`src/rtl/kwl_pkg.sv`:
```
// ----------------------------------------------------------------------------
// kwl_pkg: shared definitions for the keyword token lexer
// Character codes, item kinds, register indexes, quote states and defaults.
// ----------------------------------------------------------------------------
package kwl_pkg;

   localparam int DEF_BUF_DEPTH    = 1024;
   localparam int DEF_MAX_WORDS    = 16;
   localparam int DEF_MAX_WORD_LEN = 16;

   localparam int LIMIT_W    = 11;
   localparam int COUNT_W    = 5;
   localparam int CODE_W     = 4;
   localparam int FILL_OUT_W = 11;
   localparam int CHAR_W     = 8;

   localparam logic [LIMIT_W-1:0] LIMIT_RESET = 11'd1024;

   localparam logic [1:0] KIND_CHAR  = 2'd0;
   localparam logic [1:0] KIND_LOAD  = 2'd1;
   localparam logic [1:0] KIND_FLUSH = 2'd2;

   localparam logic [1:0] REG_BUFFER_LIMIT = 2'd0;
   localparam logic [1:0] REG_WORD_COUNT   = 2'd1;

   localparam logic [CHAR_W-1:0] CH_SEMI    = 8'h3B;
   localparam logic [CHAR_W-1:0] CH_SLASH   = 8'h2F;
   localparam logic [CHAR_W-1:0] CH_STAR    = 8'h2A;
   localparam logic [CHAR_W-1:0] CH_NL      = 8'h0A;
   localparam logic [CHAR_W-1:0] CH_CR      = 8'h0D;
   localparam logic [CHAR_W-1:0] CH_TAB     = 8'h09;
   localparam logic [CHAR_W-1:0] CH_SPACE   = 8'h20;
   localparam logic [CHAR_W-1:0] CH_NUL     = 8'h00;
   localparam logic [CHAR_W-1:0] CH_DQUOTE  = 8'h22;
   localparam logic [CHAR_W-1:0] CH_SQUOTE  = 8'h27;

   typedef enum logic [1:0] {
      Q_OUT = 2'd0,
      Q_DBL = 2'd1,
      Q_SGL = 2'd2
   } quote_type;

endpackage

```
`src/rtl/kwl_ram.sv`:
```
// ----------------------------------------------------------------------------
// kwl_ram: generic simple dual-port RAM
// One write port, one read port, read data registered.
// ----------------------------------------------------------------------------
module kwl_ram #(
   parameter int WIDTH = 8,
   parameter int DEPTH = 16
) (
   input  logic                                  clock,
   input  logic                                  wr_en,
   input  logic [(DEPTH > 1 ? $clog2(DEPTH) : 1)-1:0] wr_addr,
   input  logic [WIDTH-1:0]                      wr_data,
   input  logic [(DEPTH > 1 ? $clog2(DEPTH) : 1)-1:0] rd_addr,
   output logic [WIDTH-1:0]                      rd_data
);

   logic [WIDTH-1:0] mem_ff [DEPTH];
   logic [WIDTH-1:0] rd_data_ff;

   always_ff @(posedge clock) begin
      if (wr_en) begin
         mem_ff[wr_addr] <= wr_data;
      end
      rd_data_ff <= mem_ff[rd_addr];
   end

   assign rd_data = rd_data_ff;

endmodule

```
`src/rtl/keyword_token_lexer_core.sv`:
```
// ----------------------------------------------------------------------------
// keyword_token_lexer_core: longest-prefix keyword tokenizer
// Buffers a character stream up to ';' and reports the longest loaded
// keyword that prefixes the token, with comment and quote handling.
// ----------------------------------------------------------------------------
// Load, flush and non-';' character words give their result in the cycle after
// acceptance. A terminating ';' scans n active keywords, one per cycle through
// the per-position keyword RAMs (registered read); no word is taken meanwhile.
// Throughput: one word per cycle while the response is taken and no scan runs.
// Reset: synchronous; clears control state and keyword valid bits, so the
// keyword table reads as all zero right after reset with no clearing pass.
module keyword_token_lexer_core #(
   parameter int BUF_DEPTH    = kwl_pkg::DEF_BUF_DEPTH,
   parameter int MAX_WORDS    = kwl_pkg::DEF_MAX_WORDS,
   parameter int MAX_WORD_LEN = kwl_pkg::DEF_MAX_WORD_LEN
) (
   input  logic        clock,
   input  logic        reset,
   input  logic        req_tvalid,
   output logic        req_tready,
   input  logic [15:0] req_tdata,   // char_value, word_index, char_pos
   input  logic [1:0]  req_tuser,   // kind
   output logic        rsp_tvalid,
   input  logic        rsp_tready,
   output logic [23:0] rsp_tdata,   // token_code, parse_error, buffer_full,
                                    // inside_quote, fill
   output logic        rsp_tuser,   // token_valid
   input  logic        csr_valid,
   output logic        csr_ready,
   input  logic [1:0]  csr_index,
   input  logic [10:0] csr_data
);
   import kwl_pkg::*;

   localparam int FW  = $clog2(BUF_DEPTH + 1);
   localparam int CW  = FW > LIMIT_W ? FW : LIMIT_W;
   localparam int HL  = MAX_WORD_LEN > 2 ? MAX_WORD_LEN : 2;
   localparam int HIW = $clog2(HL);
   localparam int IW  = MAX_WORDS > 1 ? $clog2(MAX_WORDS) : 1;
   localparam int NW  = $clog2(MAX_WORDS + 1);
   localparam int NCW = NW > COUNT_W ? NW : COUNT_W;
   localparam int PW  = MAX_WORD_LEN > 1 ? $clog2(MAX_WORD_LEN) : 1;
   localparam int LW  = $clog2(MAX_WORD_LEN + 1);

   typedef enum logic [1:0] {
      ST_IDLE = 2'b01,
      ST_SCAN = 2'b10
   } state_type;

   state_type            state_ff,    state_in;
   logic [LIMIT_W-1:0]   limit_ff,    limit_in;
   logic [COUNT_W-1:0]   count_ff,    count_in;
   logic [FW-1:0]        fill_ff,     fill_in;
   quote_type            quote_ff,    quote_in;
   logic                 err_ff,      err_in;
   logic [CHAR_W-1:0]    last1_ff,    last1_in;
   logic [CHAR_W-1:0]    last2_ff,    last2_in;
   logic [CHAR_W-1:0]    head_ff [HL];
   logic [CHAR_W-1:0]    head_in [HL];
   logic [NW-1:0]        iss_ff,      iss_in;
   logic                 pend_ff,     pend_in;
   logic [IW-1:0]        pend_idx_ff, pend_idx_in;
   logic [LW-1:0]        best_len_ff, best_len_in;
   logic [IW-1:0]        best_idx_ff, best_idx_in;
   logic                 found_ff,    found_in;
   logic [FW-1:0]        tok_len_ff,  tok_len_in;
   logic [MAX_WORDS-1:0][MAX_WORD_LEN-1:0] kw_valid_ff, kw_valid_in;
   logic [MAX_WORD_LEN-1:0] vrow_ff,  vrow_in;
   logic                 rsp_valid_ff, rsp_valid_in;
   logic                 rsp_hit_ff,   rsp_hit_in;
   logic [CODE_W-1:0]    rsp_code_ff,  rsp_code_in;

   logic [1:0]           in_kind;
   logic [CHAR_W-1:0]    in_char;
   logic [3:0]           in_widx;
   logic [3:0]           in_cpos;
   logic                 accept;
   logic [CW-1:0]        lim_eff;

   logic [MAX_WORD_LEN-1:0] ram_we;
   logic [IW-1:0]        ram_waddr;
   logic [IW-1:0]        ram_raddr;
   logic [CHAR_W-1:0]    ram_rdata [MAX_WORD_LEN];

   logic [CHAR_W-1:0]    kw_byte [MAX_WORD_LEN];
   logic [LW-1:0]        kw_len;
   logic                 kw_hit;

   assign in_kind = req_tuser;
   assign in_char = req_tdata[7:0];
   assign in_widx = req_tdata[11:8];
   assign in_cpos = req_tdata[15:12];

   assign req_tready = (state_ff == ST_IDLE) && (!rsp_valid_ff || rsp_tready);
   assign accept     = req_tvalid && req_tready;
   assign csr_ready  = 1'b1;

   assign lim_eff = (CW'(limit_ff) > CW'(BUF_DEPTH)) ? CW'(BUF_DEPTH) : CW'(limit_ff);

   assign ram_raddr = iss_ff[IW-1:0];
   assign ram_waddr = IW'(in_widx);

   for (genvar p = 0; p < MAX_WORD_LEN; p++) begin : g_kw_ram
      kwl_ram #(
         .WIDTH (CHAR_W),
         .DEPTH (MAX_WORDS)
      ) u_kw_ram (
         .clock   (clock),
         .wr_en   (ram_we[p]),
         .wr_addr (ram_waddr),
         .wr_data (in_char),
         .rd_addr (ram_raddr),
         .rd_data (ram_rdata[p])
      );
   end

   // keyword compare against the registered token head
   always_comb begin
      logic mism;
      mism   = 1'b0;
      kw_len = LW'(MAX_WORD_LEN);
      for (int k = 0; k < MAX_WORD_LEN; k++) begin
         kw_byte[k] = vrow_ff[k] ? ram_rdata[k] : CH_NUL;
      end
      for (int k = MAX_WORD_LEN - 1; k >= 0; k--) begin
         if (kw_byte[k] == CH_NUL) begin
            kw_len = LW'(k);
         end
      end
      for (int k = 0; k < MAX_WORD_LEN; k++) begin
         if ((LW'(k) < kw_len) && (head_ff[k] != kw_byte[k])) begin
            mism = 1'b1;
         end
      end
      kw_hit = (kw_len != '0) && (CW'(kw_len) <= CW'(tok_len_ff)) && !mism &&
               (kw_len > best_len_ff);
   end

   always_comb begin
      logic [FW-1:0]  fill_c;
      logic [CW-1:0]  fill_w;
      logic           err_c;
      quote_type      quote_c;
      logic           go;
      logic           store;
      logic           start;
      logic           line_cmt;
      logic           blk_cmt;
      logic           load_ok;
      logic           issue;
      logic [NCW-1:0] n_eff;

      state_in    = state_ff;
      limit_in    = limit_ff;
      count_in    = count_ff;
      fill_in     = fill_ff;
      quote_in    = quote_ff;
      err_in      = err_ff;
      last1_in    = last1_ff;
      last2_in    = last2_ff;
      head_in     = head_ff;
      iss_in      = iss_ff;
      pend_in     = pend_ff;
      pend_idx_in = pend_idx_ff;
      best_len_in = best_len_ff;
      best_idx_in = best_idx_ff;
      found_in    = found_ff;
      tok_len_in  = tok_len_ff;
      kw_valid_in = kw_valid_ff;
      vrow_in     = vrow_ff;
      rsp_valid_in = rsp_valid_ff && !rsp_tready;
      rsp_hit_in  = rsp_hit_ff;
      rsp_code_in = rsp_code_ff;
      ram_we      = '0;

      fill_c  = fill_ff;
      err_c   = err_ff;
      quote_c = quote_ff;
      go      = 1'b1;
      store   = 1'b0;
      start   = 1'b0;
      issue   = 1'b0;

      line_cmt = (fill_ff >= FW'(2)) && (head_ff[0] == CH_SLASH) && (head_ff[1] == CH_SLASH);
      blk_cmt  = (fill_ff >= FW'(2)) && (head_ff[0] == CH_SLASH) && (head_ff[1] == CH_STAR);
      load_ok  = (int'(in_widx) < MAX_WORDS) && (int'(in_cpos) < MAX_WORD_LEN);
      n_eff    = (NCW'(count_ff) > NCW'(MAX_WORDS)) ? NCW'(MAX_WORDS) : NCW'(count_ff);

      if (csr_valid) begin
         case (csr_index)
            REG_BUFFER_LIMIT: limit_in = csr_data;
            REG_WORD_COUNT:   count_in = csr_data[COUNT_W-1:0];
            default: ;
         endcase
      end

      // character path
      if (line_cmt) begin
         go = 1'b0;
         if ((in_char == CH_NL) || (in_char == CH_CR)) begin
            fill_c = '0;
            err_c  = 1'b0;
         end
      end else if (blk_cmt) begin
         if ((last2_ff == CH_STAR) && (last1_ff == CH_SLASH)) begin
            fill_c = '0;
            err_c  = 1'b0;
         end else if ((in_char != CH_STAR) && (in_char != CH_SLASH)) begin
            go = 1'b0;
         end
      end
      fill_w = CW'(fill_c);
      if (go && (fill_w < lim_eff)) begin
         if (fill_c != '0) begin
            if (last1_ff == CH_DQUOTE) begin
               if (quote_c == Q_DBL) quote_c = Q_OUT;
               else if (quote_c == Q_OUT) quote_c = Q_DBL;
            end
            if (last1_ff == CH_SQUOTE) begin
               if (quote_c == Q_SGL) quote_c = Q_OUT;
               else if (quote_c == Q_OUT) quote_c = Q_SGL;
            end
         end
         if ((quote_c == Q_OUT) &&
             (in_char inside {CH_NL, CH_CR, CH_TAB, CH_NUL, CH_SPACE})) begin
            store = 1'b0;
         end else if ((quote_c == Q_OUT) && (in_char == CH_SEMI)) begin
            start = 1'b1;
         end else if (fill_w < CW'(BUF_DEPTH)) begin
            store = 1'b1;
         end
      end

      case (state_ff)
         ST_IDLE: begin
            if (accept) begin
               rsp_valid_in = 1'b1;
               rsp_hit_in   = 1'b0;
               rsp_code_in  = '0;
               case (in_kind)
                  KIND_CHAR: begin
                     fill_in  = fill_c;
                     err_in   = err_c;
                     quote_in = quote_c;
                     if (store) begin
                        if (fill_w < CW'(HL)) begin
                           head_in[fill_w[HIW-1:0]] = in_char;
                        end
                        last2_in = last1_ff;
                        last1_in = in_char;
                        fill_in  = fill_c + FW'(1);
                     end
                     if (start) begin
                        rsp_valid_in = 1'b0;
                        tok_len_in   = fill_c;
                        fill_in      = '0;
                        iss_in       = '0;
                        pend_in      = 1'b0;
                        found_in     = 1'b0;
                        best_len_in  = '0;
                        best_idx_in  = '0;
                        state_in     = ST_SCAN;
                     end
                  end
                  KIND_LOAD: begin
                     if (load_ok) begin
                        for (int p = 0; p < MAX_WORD_LEN; p++) begin
                           ram_we[p] = (int'(in_cpos) == p);
                        end
                        kw_valid_in[IW'(in_widx)][PW'(in_cpos)] = 1'b1;
                     end
                  end
                  KIND_FLUSH: begin
                     fill_in = '0;
                     err_in  = 1'b0;
                  end
                  default: ;
               endcase
            end
         end
         ST_SCAN: begin
            issue = NCW'(iss_ff) < n_eff;
            if (issue) begin
               iss_in      = iss_ff + NW'(1);
               pend_idx_in = iss_ff[IW-1:0];
               vrow_in     = kw_valid_ff[ram_raddr];
            end
            pend_in = issue;
            if (pend_ff && kw_hit) begin
               best_len_in = kw_len;
               best_idx_in = pend_idx_ff;
               found_in    = 1'b1;
            end
            if (!issue && !pend_ff) begin
               rsp_valid_in = 1'b1;
               rsp_hit_in   = found_ff;
               rsp_code_in  = found_ff ? CODE_W'(best_idx_ff) : '0;
               if (!found_ff) begin
                  err_in = 1'b1;
               end
               state_in = ST_IDLE;
            end
         end
         default: state_in = ST_IDLE;
      endcase
   end

   always_ff @(posedge clock) begin
      if (reset) begin
         state_ff     <= ST_IDLE;
         limit_ff     <= LIMIT_RESET;
         count_ff     <= '0;
         fill_ff      <= '0;
         quote_ff     <= Q_OUT;
         err_ff       <= 1'b0;
         pend_ff      <= 1'b0;
         found_ff     <= 1'b0;
         kw_valid_ff  <= '0;
         rsp_valid_ff <= 1'b0;
      end else begin
         state_ff     <= state_in;
         limit_ff     <= limit_in;
         count_ff     <= count_in;
         fill_ff      <= fill_in;
         quote_ff     <= quote_in;
         err_ff       <= err_in;
         pend_ff      <= pend_in;
         found_ff     <= found_in;
         kw_valid_ff  <= kw_valid_in;
         rsp_valid_ff <= rsp_valid_in;
      end
      last1_ff    <= last1_in;
      last2_ff    <= last2_in;
      head_ff     <= head_in;
      iss_ff      <= iss_in;
      pend_idx_ff <= pend_idx_in;
      best_len_ff <= best_len_in;
      best_idx_ff <= best_idx_in;
      tok_len_ff  <= tok_len_in;
      vrow_ff     <= vrow_in;
      rsp_hit_ff  <= rsp_hit_in;
      rsp_code_ff <= rsp_code_in;
   end

   // while a word waits, only buffer_full can move (limit writes)
   assign rsp_tvalid = rsp_valid_ff;
   assign rsp_tuser  = rsp_hit_ff;
   assign rsp_tdata  = {6'b0, FILL_OUT_W'(fill_ff), (quote_ff != Q_OUT),
                        (CW'(fill_ff) >= lim_eff), err_ff, rsp_code_ff};

endmodule
```
`config.mk`:
```
export PLATFORM = sky130hd
export DESIGN_NAME = keyword_token_lexer_core
export DESIGN_NICKNAME = d
export VERILOG_FILES = /design/src/rtl/kwl_pkg.sv /design/src/rtl/kwl_ram.sv /design/src/rtl/keyword_token_lexer_core.sv
export SDC_FILE = /design/constraint.sdc
export NUM_CORES = 2
export LEC_CHECK = 0
export BUFFER_PORTS_ARGS = -buffer_cell sky130_fd_sc_hd__buf_4
export CAP_MARGIN = 10
export CORE_ASPECT_RATIO = 1.5
export CORE_MARGIN = 8
export CORE_UTILIZATION = 57
export DETAILED_ROUTE_END_ITERATION = 10
export GPL_TIMING_DRIVEN = 0
export PLACE_DENSITY = 0.76
export SLEW_MARGIN = 25
export SYNTH_ARGS = -nofsm -noshare
export SYNTH_HDL_FRONTEND = slang
export SYNTH_SLANG_ARGS = --single-unit
```
`constraint.sdc`:
```
create_clock -name clock -period 5.83 [get_ports clock]
set_input_delay 1.166 -clock clock [delete_from_list [all_inputs] [get_ports clock]]
set_output_delay 1.166 -clock clock [all_outputs]
set_load 0.05 [all_outputs]
```
# Yosys cells after proc, flatten, opt, wreduce, memory -nomap -nowiden
# Memories as Yosys holds them, arrays and structs flattened. A register that Yosys moved wholly into a read port is not among the register bits.
# Cells that the tools add are included.
totals:
  wordCells: 419
  mem_count: 16
  romBits: 0
  ram_bits: 2048
  reg_bits: 485
  latch_bits: 0
mem_list:
  columns: ["memory", "words", "width", "read_ports", "rd_clocked_by_memory_dff", "wr", "line_no", "text"]
  rows:
  - ["g_kw_ram[0].u_kw_ram.mem_ff", 16, 8, 1, 1, 1, "kwl_ram.sv:17", "logic [WIDTH-1:0] mem_ff [DEPTH];"]
  - ["g_kw_ram[10].u_kw_ram.mem_ff", 16, 8, 1, 1, 1, "kwl_ram.sv:17", null]
  - ["g_kw_ram[11].u_kw_ram.mem_ff", 16, 8, 1, 1, 1, "kwl_ram.sv:17", null]
  - ["g_kw_ram[12].u_kw_ram.mem_ff", 16, 8, 1, 1, 1, "kwl_ram.sv:17", null]
  - ["g_kw_ram[13].u_kw_ram.mem_ff", 16, 8, 1, 1, 1, "kwl_ram.sv:17", null]
  - ["g_kw_ram[14].u_kw_ram.mem_ff", 16, 8, 1, 1, 1, "kwl_ram.sv:17", null]
  - ["10 more memories", null, null, null, null, null, null, null]
classes:
  addsub: 2
  n_eq_ne: 63
  mux: 166
  n_reduce_logical: 86
  n_mul: 0
  n_div: 0
  order_cmp: 33
  bitwise: 2
  n_shift: 0
ops:
  columns: ["op", "count"]
  rows:
  - ["$or 256x256->256", 1]
  - ["$logic_not 8->1", 17]
  - ["$mux 8", 17]
  - ["$bwmux 128", 1]
  - ["$ne 8x8->1", 16]
  - ["$mux 5", 22]
  - ["$mux 16", 5]
  - ["$mux 1", 77]
  - ["$mux 11", 7]
  - ["$eq 8x6->1 const B", 9]
  - ["$bmux 16 s4", 1]
  - ["$demux 16 s4", 1]
  - ["$lt 4x5->1 const A", 8]
  - ["$logic_and 1x1->1", 35]
  - ["$demux 8 s4", 1]
  - ["$eq 4x4->1 const B", 8]
  - ["$mux 2", 14]
  - ["$mux 4", 7]
  - ["$eq 8x4->1 const B", 3]
  - ["$pmux 11 s2", 1]
  - ["$lt 3x5->1 const A", 4]
  - ["$pmux 5 s2", 2]
  - ["$reduce_and 4->1", 5]
  - ["$eq 4x3->1 const B", 4]
  - ["43 further kinds", 86]

# Logic depth before layout (Yosys ltp)
logic_depth:
  word_depth: 42
  ltp_mapped: 17
  ltp_nobuf: 16

# Modules after synthesis
# From an unflattened synthesis, not the netlist that was laid out.
unflattened:
  hier_cells: 5863
  hier_area_um2: 105023.2
by_module_without_submodules:
  columns: ["mod", "cells_per_inst", "area_each_um2", "n_inst", "seq_area_each_um2"]
  rows:
  - ["kwl_ram", 229, 5147.4, 16, 4003.8]
  - ["keyword_token_lexer_core", 2199, 22664.2, 1, 11651.2]

# Worst setup path after synthesis
# OpenSTA, ideal clock, no wires.
synth_timing:
  path_kind: "input to register"
  start: "input port req_tdata[4]"
  end: "register head_ff[32] (netlist name), enable pin"
  required_time_ns: 5.447
  path_stages: 15
  setup_time_ns: 0.383
  setup_slack_ns: -0.035
  arrival_ns: 5.482
  path_cell_list: "or3_1 a2111o_1 a21oi_1 nor2b_1 ha_1 a21oi_1 o221ai_1 a21oi_1 o32a_1 nand3_1 a211oi_2 and2_1 clkbuf_1 o211ai_1 nor3_1"
synth_between:
  elab_chain_cells: 13
  elab_cells_between_ends: 32
  cone_classes: "order compare (3); eq/ne (7); mux (12); reduce/logical (10)"
synth_lines:
  columns: ["item", "line_no", "text"]
  rows:
  - ["start: declaration", "keyword_token_lexer_core.sv:21", "input logic [15:0] req_tdata,"]
  - ["parallel branches: the longest is 12 deep, another holds $lt 11x11->1", null, null]
  - ["$reduce_and 5->1 (no source line) (*)", null, null]
  - ["end signal: assignment", "keyword_token_lexer_core.sv:334", "head_ff <= head_in;"]
  - ["end: declaration", "keyword_token_lexer_core.sv:58", "logic [CHAR_W-1:0] head_ff [HL];"]
# Every way passes the cells marked *. The select of a mux whose other input is x is not followed.
# A chain may end at the register's enable or synchronous reset.

# Worst setup path in the final report
layout_timing:
  start: "register g_kw_ram[10].u_kw_ram.rd_data_ff[1] (read register of g_kw_ram[10].u_kw_ram.mem_ff)"
  end: "register best_len_ff[3], enable pin"
layout_between:
  elab_chain_cells: 37
  elab_cells_between_ends: 72
  cone_classes: "order compare (18); eq/ne (2); mux (28); reduce/logical (24)"
layout_lines:
  columns: ["item", "line_no", "text"]
  rows:
  - ["start: declaration", "kwl_ram.sv:18", "logic [WIDTH-1:0] rd_data_ff;"]
  - ["$mux 8 (*)", "keyword_token_lexer_core.sv:123", "kw_byte[k] = vrow_ff[k] ? ram_rdata[k] : CH_NUL;"]
  - ["$logic_not 8->1 (*)", "keyword_token_lexer_core.sv:126", "if (kw_byte[k] == CH_NUL) begin"]
  - ["$mux 5 (*) (11 in a row)", "keyword_token_lexer_core.sv:126", null]
  - ["net kw_len[1]", "keyword_token_lexer_core.sv:86", "logic [LW-1:0] kw_len;"]
  - ["$lt 1x5->1", "keyword_token_lexer_core.sv:131", "if ((LW'(k) < kw_len) && (head_ff[k] != kw_byte[k])) begin"]
  - ["$logic_and 1x1->1", "keyword_token_lexer_core.sv:131", null]
  - ["$mux 1 (16 in a row)", "keyword_token_lexer_core.sv:131", null]
  - ["$logic_not 1->1", "keyword_token_lexer_core.sv:135", "kw_hit = (kw_len != '0) && (CW'(kw_len) <= CW'(tok_len_ff)) && !mism &&"]
  - ["$logic_and 1x1->1", "keyword_token_lexer_core.sv:135", null]
  - ["$logic_and 1x1->1 (*)", "keyword_token_lexer_core.sv:135", null]
  - ["$logic_and 1x1->1 (*)", "keyword_token_lexer_core.sv:289", "if (pend_ff && kw_hit) begin"]
  - ["$ne 2x2->1 (no source line) (*)", null, null]
  - ["$reduce_and 5->1 (no source line) (*)", null, null]
  - ["end signal: assignment", "keyword_token_lexer_core.sv:337", "best_len_ff <= best_len_in;"]
  - ["end: declaration", "keyword_token_lexer_core.sv:63", "logic [LW-1:0] best_len_ff, best_len_in;"]
# Mark *: on every way through the listed nets, which the timed path passes. The rest lies on a longest branch.

==> results.md <==
* Met2 GRT Util at between 40% and 50%
* Syn Std Cell Area at a little over 100000 um^2
* H-tree lvl count at 4
* Grt met1 use at 32.80%
* Synth-to-Final Area Change at 12.73%
* TritonCTS buffer count at between 200 and 250
* WL final at approximately 280000 um
* Number of fill cells in the layout at 11340
* Drt drc at 0
* GR Util met3 at 6.299%
* Number of global-route vias before repair at 56130
* Global-route wire length before repair at between 300000 and 400000 um
* Final Core Density at about 65%
* Worst Path Required at around 6.3 ns
* CTS clk-pin slew, worst paths at roughly 0.070 ns
* Largest family of logic cells by synthesized area: multiplexers
* Syn_area_per_cell at 19.20 um^2
* Clock root buffer master: clkbuf_16
* Commonest non-fill, non-tap cells in the layout: edfxtp_1 (2242), mux4_2 (720), nor2_1 (656)
* Post-synthesis sequential area ratio at 73.94%
* Final ANT Viol Nets at 0
* #FFs+latches synth at 2661
* Post-Synth Simple-Gate Area at around 5%
* Crit end category: flip-flop
* Top_reg_cell synth: edfxtp_1
* Share of total power in sequential cells at around 48%
* Total track usage at between 20 and 30%
* Max VDD drop at ~0.30 mV
* RSZ-0062 raised after global routing: no
* Setup Viol. Count Final at 0
* Leakage power at around 37 nW
* Kind of critical path: flip-flop to flip-flop
* Die Area at 193700 um^2
* Worst Tran Pin Value at 1.210 ns
* Hold WC Path Type: flip-flop to flip-flop
* Die height at 535.1 um
* Mapped Cells at around 5300
* Number of synthesized flops with an enable pin at roughly 2200
* Fraction of registers with async set/reset at 0%
* Final number of hold-violating endpoints at 0
* PnR worst setup slack at just over 0.08 ns
* CTS tree: done
* Cell Rows at 190
* Sw frac at about a quarter
* Ys Warns at 0
* Max cap viols at 0
* Hpwl dp at ~190000 um
* Critical path arrival at 6.26 ns
* WL per Instance at roughly 34 um
* CTS max path bufs at 4
* Synth Area in Compound Gates at 2.641%
* Cell Pwr Density at slightly below 400 nW/um^2
* Gp weighted congestion at approximately 0.9
* Initial Utilization at between 50% and 60%
* Post-CTS Hold Buffers at 0
* Pins Over Slew Limit at 0
* Fmax at about 0.17 GHz
* Outcome: finished, final reports clean
* Fin crit share at 98.62%
* CP Max Fanout at 9
* DR iter-0 viols at 7080
* Cell internal pwr at between 30 and 40 mW
* Ports at 64
* Worst slew margin at 19.32%
* Combinational power share at 18.2%
* Clk_skew at 0.05894 ns
* Initial antenna violation count at 9
* Drt via density at 6.627
* Place WS at -2.712 ns
* Clock Latency Late Sink at between 0.8 and 0.9 ns
* Vias at between 50000 and 60000
* Commonest non-fill, non-tap cell in the layout: edfxtp_1
* Clock Sinks at 2661
* Layout Nets at 5772
* Port Buf Inserts at 55
* Largest net degree at the start of global routing at between 100 and 150
* Grt total ovfl at 0
* First-pass iteration count of the detailed router at 8
* Core area at roughly 180000 um^2
* XOR/XNOR share of the synthesized area at less than 1%
* Worst setup SP type: flip-flop
* Most Crowded Layer GR: met2
* Synth cell types at just under 80
* Fin Setup TNS at 0 ns
* Sw power at between 10 and 15 mW
* Clock power frac at about a third
* Die width at 362.1 um
* Mux cell area share after synthesis at approximately 16%
* Ratio of cells with drive above 1 in the final layout at around a quarter
* Adder-cell area share of the yosys netlist at less than 1%
* Tmin final at around 5.7 ns
==> worst paths after layout <==
| kind | from | end | slack, ns | depth (start not counted) |
|---|---|---|---|---|
| worst min register to register | kw_valid_ff[34]$_SDFFE_PP0P_ | kw_valid_ff[34]$_SDFFE_PP0P_ | 0.46 | 1 |
| worst max register to register | g_kw_ram[10].u_kw_ram.rd_data[1]$_DFF_P_ | best_len_ff[3]$_SDFFCE_PN0P_ | 0.08 | 14 |
| worst min-delay path | kw_valid_ff[34]$_SDFFE_PP0P_ | kw_valid_ff[34]$_SDFFE_PP0P_ | 0.46 | 1 |
| worst max-delay path | g_kw_ram[10].u_kw_ram.rd_data[1]$_DFF_P_ | best_len_ff[3]$_SDFFCE_PN0P_ | 0.08 | 14 |
==> final cells by class <==
cell class | count | area [um^2] | area share, %
sequential | 2661 | 75710 | 65.59
multi-input combinational | 2388 | 25970 | 22.50
antenna | 12 | 30.03 | 0.02601
timing repair buffer | 120 | 1735 | 1.503
inverter | 29 | 108.9 | 0.09430
clock inverter | 115 | 1187 | 1.029
buffer | 259 | 1150 | 0.9961
clock buffer | 314 | 6541 | 5.666
tap | 2400 | 3003 | 2.601
==> routing by layer <==
layer	wire [um]	share of wire, %
met5	11	0.0039
met4	23620	8.3
met3	27330	9.6
met2	142100	50
met1	90210	32
==> power groups by stage <==
| stage | Sequential, mW | Combinational, mW | Clock, mW |
|---|---|---|---|
| 2_1_floorplan | 22.0 | 5.07 | 0 |
| 6_report | 21.8 | 8.36 | 15.7 |
| 4_1_cts | 21.8 | 8.31 | 15.8 |
| 3_5_place_dp | 22.2 | 8.23 | 0 |
| 3_3_place_gp | 22.2 | 7.80 | 0 |
| 5_1_grt | 21.8 | 8.64 | 16.5 |
==> synthesized netlist by cell type, types with 6 or more instances <==
cell type	n	area share (%)
edfxtp_1	2242	66
nor2_1	729	2.7
mux4_2	720	16
dfxtp_1	419	8.2
clkbuf_1	200	0.73
o21a_1	90	0.66
nand2_1	86	0.32
o21ai_0	86	0.42
a22oi_1	53	0.39
buf_1	49	0.18
nand3_1	47	0.23
xnor2_1	46	0.39
ha_1	44	0.54
nand3b_1	38	0.28
a21oi_1	31	0.15
nand4_1	31	0.19
nor4bb_1	30	0.29
inv_1	28	0.10
nor2b_1	26	0.16
xor2_1	24	0.21
o22ai_1	23	0.14
nor3_1	22	0.11
or4_1	22	0.16
nor4_1	21	0.13
and2_1	20	0.12
mux2i_1	20	0.20
or2_2	13	0.079
a211oi_1	12	0.088
a22o_1	12	0.10
a31oi_1	12	0.073
and3_1	12	0.073
buf_4	9	0.066
o211ai_1	9	0.066
o41ai_1	9	0.077
or3_1	9	0.055
a21o_1	6	0.044
nand2b_1	6	0.037
==> registers in the layout, summed over array words and instances, names as in the netlist <==
| signal | count |
|---|---|
| g_kw_ram.u_kw_ram.mem_ff | 2048 |
| kw_valid_ff | 256 |
| g_kw_ram.u_kw_ram.rd_data | 128 |
| head_ff | 128 |
| vrow_ff | 16 |
| fill_ff | 11 |
| limit_ff | 11 |
| tok_len_ff | 11 |
| last1_ff | 8 |
| last2_ff | 8 |
| best_len_ff | 5 |
| count_ff | 5 |
| iss_ff | 5 |
| best_idx_ff | 4 |
| pend_idx_ff | 4 |
| rsp_code_ff | 4 |
| quote_ff | 2 |
| state_ff | 2 |
| err_ff | 1 |
| found_ff | 1 |
| pend_ff | 1 |
| rsp_tuser | 1 |
| rsp_tvalid | 1 |
==> critical path, cell delays in order, from the launching register on <==
cell	delay [ns]
dfxtp_1	0.33
or4_1	0.54
o41ai_1	0.86
nor4_1	0.19
a221o_1	0.44
a21oi_2	0.56
ha_1	0.37
nor2b_1	0.13
o21a_1	0.16
o21ai_0	0.20
a221oi_1	0.11
or4_1	0.49
nor4_1	0.42
and2_1	0.19
o211a_1	0.36
==> metrics by stage <==
| stage | instances | area [um^2] | total power [mW] | hold slack [ns] |
|---|---|---|---|---|
| final | 8298 | 115400 | 45.87 | 0.4608 |
| after global routing | 8291 | 115400 | 46.95 | 0.4770 |
| after global placement | 7792 | 105800 | 29.96 | 0.4405 |
| after CTS | 8282 | 115300 | 45.86 | 0.4627 |
| after detailed placement | 7846 | 107400 | 30.40 | 0.4476 |
| after floorplan | 5337 | 102400 | 27.05 | 0.4348 |
==> logic make-up after synthesis <==
| kind of cell | count (synthesis) |
|---|---|
| muxes | 742 |
| xor gates and xnor gates | 70 |
| AOI/OAI and AO/OA | 388 |
| other | 2 |
| and+or+nand+nor | 1136 |
| DFF | 2661 |
| buffers and inverters | 289 |
| adders and majority gates | 44 |
==> timing repair <==
action	in CTS	in global routing
gates cloned	1	1
gates resized for setup	22	5
setup buffers	7	3
setup endpoints to repair	147	140
pin swaps	4	4
No activity file was read; power rests on OpenSTA's default activity.
